[config.mk]
export PLATFORM = sky130hd
export DESIGN_NAME = gbs_iter_unit
export DESIGN_NICKNAME = d
export VERILOG_FILES = /design/src/design/gbs_pkg.sv /design/src/design/gbs_iter_unit.sv
export SDC_FILE = /design/constraint.sdc
export NUM_CORES = 2
export LEC_CHECK = 0
export BUFFER_PORTS_ARGS = -buffer_cell sky130_fd_sc_hd__buf_2
export CELL_PAD_IN_SITES_DETAIL_PLACEMENT = 2
export CELL_PAD_IN_SITES_GLOBAL_PLACEMENT = 2
export CORE_MARGIN = 5
export CORE_UTILIZATION = 30
export DETAILED_ROUTE_END_ITERATION = 8
export PLACE_DENSITY_LB_ADDON = 0.1
export SYNTH_ARGS = -nofsm -noshare
export SYNTH_HDL_FRONTEND = slang
export SYNTH_SLANG_ARGS = --single-unit
export TNS_END_PERCENT = 10
[constraint.sdc]
create_clock -name aclk -period 14.2 [get_ports aclk]
set_input_delay 0.71 -clock aclk [delete_from_list [all_inputs] [get_ports aclk]]
set_output_delay 0.71 -clock aclk [all_outputs]
set_load 0.02 [all_outputs]
[src/design/gbs_pkg.sv]
// Shared types, constants and helper functions for the gravity body step core.
package gbs_pkg;

    localparam int FRAC_BITS_DEF = 16;
    localparam int WORD_W        = 32;
    localparam int DT_W          = 16;
    localparam int CUT_W         = 16;
    localparam int ACC_W         = 64;
    localparam int ROOT_W        = 33;
    localparam int RAD_W         = 66;
    localparam int SQRT_STEPS    = 33;
    localparam int MDT_W         = 48;
    localparam int DV_W          = 41;
    localparam int PROD_W        = MDT_W + ACC_W;
    localparam int DT_FRAC       = 16;

    localparam logic signed [WORD_W-1:0] ATTR_X_RST   = 32'sd62914560;
    localparam logic signed [WORD_W-1:0] ATTR_Y_RST   = 32'sd35389440;
    localparam logic [WORD_W-1:0]        STRENGTH_RST = 32'd10000000;
    localparam logic [CUT_W-1:0]         CUTOFF_RST   = 16'd100;
    localparam logic signed [WORD_W-1:0] BODY_X_RST   = 32'sd31457280;
    localparam logic signed [WORD_W-1:0] BODY_Y_RST   = 32'sd17694720;
    localparam logic signed [WORD_W-1:0] BODY_VX_RST  = 32'sd2621440;
    localparam logic signed [WORD_W-1:0] BODY_VY_RST  = 32'sd655360;

    localparam logic [1:0] CFG_ATTR_X   = 2'd0;
    localparam logic [1:0] CFG_ATTR_Y   = 2'd1;
    localparam logic [1:0] CFG_STRENGTH = 2'd2;
    localparam logic [1:0] CFG_CUTOFF   = 2'd3;

    localparam logic OPC_STEP = 1'b0;
    localparam logic OPC_LOAD = 1'b1;

    typedef enum logic [1:0] {
        OP_DIV,
        OP_SQRT,
        OP_MUL
    } gbs_op_t;

    typedef struct packed {
        logic    start;
        gbs_op_t op;
    } gbs_cmd_t;

    typedef enum logic [3:0] {
        ST_IDLE,
        ST_DIFF,
        ST_SQX,
        ST_SQY,
        ST_SUM,
        ST_ROOT,
        ST_DIV1,
        ST_DIV2,
        ST_MDT,
        ST_MULA,
        ST_MULW,
        ST_DV,
        ST_MV_MUL,
        ST_MV_ADD,
        ST_OUT
    } gbs_state_t;

    function automatic int unit_width(input int frac);
        if (PROD_W > WORD_W + 3 * frac) begin
            return PROD_W;
        end
        return WORD_W + 3 * frac;
    endfunction

    function automatic logic [WORD_W:0] sat_word(input logic signed [42:0] v);
        if (v > 43'sd2147483647) begin
            return {1'b1, 32'h7FFF_FFFF};
        end else if (v < -43'sd2147483648) begin
            return {1'b1, 32'h8000_0000};
        end
        return {1'b0, v[WORD_W-1:0]};
    endfunction

endpackage

[src/design/gbs_iter_unit.sv]
// Shared iterative unit: restoring divide, integer square root and shift-add multiply.
module gbs_iter_unit #(
    parameter int DW = 112
) (
    input  logic              aclk,
    input  logic              aresetn,
    input  gbs_pkg::gbs_cmd_t cmd,
    input  logic [DW-1:0]     src_in,
    input  logic [DW-1:0]     dvs_in,
    output logic [DW-1:0]     quo,
    output logic [DW-1:0]     rem,
    output logic              done
);
    import gbs_pkg::*;

    localparam int CNT_W = $clog2(DW + 1);

    logic            busy_reg, busy_next;
    logic            done_reg, done_next;
    gbs_op_t         op_reg, op_next;
    logic [CNT_W-1:0] cnt_reg, cnt_next;
    logic [DW-1:0]   src_reg, src_next;
    logic [DW-1:0]   dvs_reg, dvs_next;
    logic [DW-1:0]   quo_reg, quo_next;
    logic [DW-1:0]   rem_reg, rem_next;

    logic [DW-1:0] shift_1, shift_2, trial, mul_sum, cmp_a, cmp_b, diff;
    logic          ge;

    always_comb begin
        shift_1 = {rem_reg[DW-2:0], src_reg[DW-1]};
        shift_2 = {rem_reg[DW-3:0], src_reg[DW-1:DW-2]};
        trial   = {quo_reg[DW-3:0], 2'b01};
        mul_sum = {rem_reg[DW-2:0], 1'b0} + (src_reg[DW-1] ? dvs_reg : '0);
        cmp_a   = (op_reg == OP_SQRT) ? shift_2 : shift_1;
        cmp_b   = (op_reg == OP_SQRT) ? trial : dvs_reg;
        diff    = cmp_a - cmp_b;
        ge      = (cmp_a >= cmp_b);

        busy_next = busy_reg;
        done_next = 1'b0;
        op_next   = op_reg;
        cnt_next  = cnt_reg;
        src_next  = src_reg;
        dvs_next  = dvs_reg;
        quo_next  = quo_reg;
        rem_next  = rem_reg;

        if (cmd.start) begin
            busy_next = 1'b1;
            op_next   = cmd.op;
            src_next  = src_in;
            dvs_next  = dvs_in;
            quo_next  = '0;
            rem_next  = '0;
            unique case (cmd.op)
                OP_DIV:  cnt_next = CNT_W'(DW);
                OP_SQRT: cnt_next = CNT_W'(SQRT_STEPS);
                OP_MUL:  cnt_next = CNT_W'(ACC_W);
                default: cnt_next = CNT_W'(1);
            endcase
        end else if (busy_reg) begin
            unique case (op_reg)
                OP_DIV: begin
                    rem_next = ge ? diff : cmp_a;
                    quo_next = {quo_reg[DW-2:0], ge};
                    src_next = {src_reg[DW-2:0], 1'b0};
                end
                OP_SQRT: begin
                    rem_next = ge ? diff : cmp_a;
                    quo_next = {quo_reg[DW-2:0], ge};
                    src_next = {src_reg[DW-3:0], 2'b00};
                end
                OP_MUL: begin
                    rem_next = mul_sum;
                    src_next = {src_reg[DW-2:0], 1'b0};
                end
                default: begin
                    rem_next = rem_reg;
                end
            endcase
            cnt_next = cnt_reg - CNT_W'(1);
            if (cnt_reg == CNT_W'(1)) begin
                busy_next = 1'b0;
                done_next = 1'b1;
            end
        end
    end

    always_ff @(posedge aclk) begin
        if (!aresetn) begin
            busy_reg <= 1'b0;
            done_reg <= 1'b0;
            op_reg   <= OP_DIV;
            cnt_reg  <= '0;
        end else begin
            busy_reg <= busy_next;
            done_reg <= done_next;
            op_reg   <= op_next;
            cnt_reg  <= cnt_next;
        end
    end

    always_ff @(posedge aclk) begin
        src_reg <= src_next;
        dvs_reg <= dvs_next;
        quo_reg <= quo_next;
        rem_reg <= rem_next;
    end

    assign quo  = quo_reg;
    assign rem  = rem_reg;
    assign done = done_reg;

endmodule

==> metrics.yaml <==
run_status:
  status: "finished clean"
logic_synthesis:
  synth.top_cell.area_share: 0.183
  ys.flop_type: "dfxtp_1"
  syn-num-nets: 5020
  synth.distinct_cells: 94
  yosys-top-cells-area: "edfxtp_1 18%, dfxtp_1 13%, ha_1 7.6%"
  yosysWarnings: 0
  synth.most_common_cell: "nand2_1"
  synth.top_cells.by_count: "722 x nand2_1, 553 x a21oi_1, 372 x o21ai_0"
  ys_async_sr_fraction: 0
  syn_inst: 4565
  ys_ff_latch: 459
  synth_edf_count: 224
  syn_area_um2: 36800
  synth_area_leader_cell: "edfxtp_1"
  ys_seq_area_frac: 0.311
  syn_avg_cell_area_um2: 8.06
setup_path:
  cp_slowest_cell: "nand2b_4"
  cp.required_ns: 14.81
  reg2reg_depth: 17
  crit_fanout: 125
  crit_path_frequent_cell: "buf_4"
  start_kind: "flop"
  max_stage_delay_ns: 0.77
  cp.depth: 17
  cp_cell_sequence: "nand2b_4 -> buf_12 -> buf_4 -> mux2_2 -> ha_1 -> a21oi_1 -> o21ai_0 -> nor2_1 -> a21o_1 -> a21oi_2 -> a31oi_2 -> o21ai_4 -> buf_4 -> buf_4 -> o311ai_0 -> a311o_1 -> a21oi_1"
  reg2reg_to: "rem[40]"
  r2r_slack_ns: 6.34
  path_buf_inv: 4
  critPathTopFamily: "buffers and inverters"
  end_kind: "flop"
  critical_path_arrival_ns: 8.48
  worstSetupPathType: "flop to flop"
  r2r_start: "op_reg[1]"
global_route:
  grt_max_degree: 126
  grt_overflow: 0
  antenna_found_initial: 20
  grt_pass1_vias: 38600
  grt_first_pass_wirelength_um: 260000
  grt_usage: 0.259
clock_tree:
  post_cts_buffers: 0
  clk_pin_slew_ns: 0.08
  cts_resized: 0
  ctsHoldBuffers: 0
  cts.sinks: 459
  clk_path_buf_depth: 3
  h-tree-depth: 2
  cts_made_buffers: 60
  cts_tree: "done"
  clkLatencyLatePin_ns: 0.70
  clockRootBuffer: "clkbuf_16"
route:
  viasPerCell: 5.64
  wl_met3_um: 9990
  drcViolationCount: 0
  drtIter0Drc: 2396
  avgRoutedWirePerCell_um: 27.2
  met2_length_um: 78900
  ant_nets: 0
  top_layer: "met5"
  met1_length_um: 84200
  first_pass_iters: 5
  wirelength_um: 177000
  num_vias: 36700
cells_and_area:
  fillers: 14000
  syn_to_final_growth_pct: 15.5
  num-nets-final: 5276
  drive_gt1_frac: 0.157
sta:
  skew_ns: 0.0653
  rsz0062_at_grt: "false"
  max-slew-margin-rel: 0.259
  hold_viol: 0
  min_period_ns: 7.86
  fin_crit_sh: 0.554
  setup_viol: 0
  fin_worst_hold_slack_ns: 0.184
  drv_slew: 0
  worst_pin_slew_ns: 1.11
  max_freq_mhz: 127
  finalSetupTns_ns: 0
pwr:
  p_leak_nw: 17.6
  pwr_density_cell_nw_per_um2: 107
  irDropWorstVdd_uv: 104
floorplanning:
  ios: 454
  num_rows: 128
  die_w_um: 360
  coreArea_um2: 122000
  dieHeight_um: 360
  fp.dieArea_um2: 130000
  initial_core_util: 0.302
hold_path:
  whs_endpoint: "dvs_reg[13]"
  hp-class: "input pin to flop"
  min_from: "dvs_in[13]"
  hold_path_depth: 1
job:
  maxCapViolations: 0
placement:
  routabilityCongestion: 0.887
  dp_hpwl_um: 141000
  io_buffers: 453
-- routing by layer --
layer / track usage / up-vias
met1: 0.368 / 18500
met5: 0 / -
met2: 0.415 / 831
li1: - / 17200
met3: 0.0459 / 155
met4: 0.0528 / 4
-- final cells by class --
class | count | area, um^2 | area share
Antenna cell | 9 | 22.5 | 0.000530
Clock buffer | 79 | 1690 | 0.0396
Clock inverter | 35 | 448 | 0.0105
Inverter | 76 | 288 | 0.00677
Multi-Input combinational cell | 3729 | 24000 | 0.565
Sequential cell | 459 | 11400 | 0.269
Tap cell | 1625 | 2030 | 0.0478
Timing Repair Buffer | 495 | 2610 | 0.0613
-- power by group --
part           internal (mW)  switching (mW)  total [mW]
Combinational          0.439           0.880        1.32
Clock                  0.969           0.679        1.65
Sequential              1.49          0.0942        1.59
-- how the worst max path moves through the flow --
stage,start,endpoint
2_1_floorplan,op_reg[1],rem[83]
3_3_place_gp,op_reg[1],rem[40]
3_5_place_dp,op_reg[1],rem[40]
4_1_cts,op_reg[1],rem[40]
5_1_grt,op_reg[1],rem[40]
6_report,op_reg[1],rem[40]
-- cell usage in the layout (no fill, tap or decap), types with 14 or more instances in the layout --
cell	Yosys	routed
xnor2_1	106	106
a31oi_1	38	38
inv_1	76	75
mux2i_1	235	235
nand3_1	35	35
mux2_2	111	111
nor4_1	18	18
nor2b_1	22	21
a21oi_1	553	552
xor2_1	88	88
o211ai_1	54	54
buf_4	1	41
and2_1	121	121
dfxtp_1	235	234
nand2b_1	30	27
ha_1	224	224
o21a_1	31	30
or2_2	14	14
o21ai_0	372	372
a311oi_1	14	14
a221oi_1	15	15
a21o_1	87	87
a211oi_1	38	38
o221ai_1	18	18
o31ai_1	17	17
o21ai_1	18	18
clkbuf_16	0	62
buf_2	21	452
nand2_1	722	721
nor2_1	279	276
edfxtp_1	224	224
or3_1	23	23
nor3_1	49	49
nand4_1	110	110
and3_1	21	21
o21bai_1	64	64
-- kinds of logic (layout without fill, tap and decap cells) --
| kind of cell | after synthesis | after routing | synth area share |
|---|---|---|---|
| adder cells (fa/ha/maj) | 226 | 226 | 0.0772 |
| AND/OR/NAND/NOR | 1491 | 1491 | 0.185 |
| multiplexers | 346 | 346 | 0.0979 |
| AO/OA/AOI/OAI | 1472 | 1472 | 0.244 |
| buffers and inverters | 377 | 685 | 0.0393 |
| XOR/XNOR | 194 | 194 | 0.0462 |
| other | 0 | 9 | 0 |
| flip-flops | 459 | 459 | 0.311 |
-- stage by stage --
stage	instance area [um^2]	setup WS (ns)	power (mW)	instances	utilization
finish	42500	6.34	4.55	6507	0.349
global route	42500	5.91	4.77	6499	0.349
floorplan	36800	8.72	2.42	4565	-
detailed placement	40400	6.49	2.92	6384	0.331
CTS	42500	6.49	4.59	6498	0.349
global placement	40400	6.62	2.90	6384	0.331
Note: power is estimated with default switching activity, not from simulation.
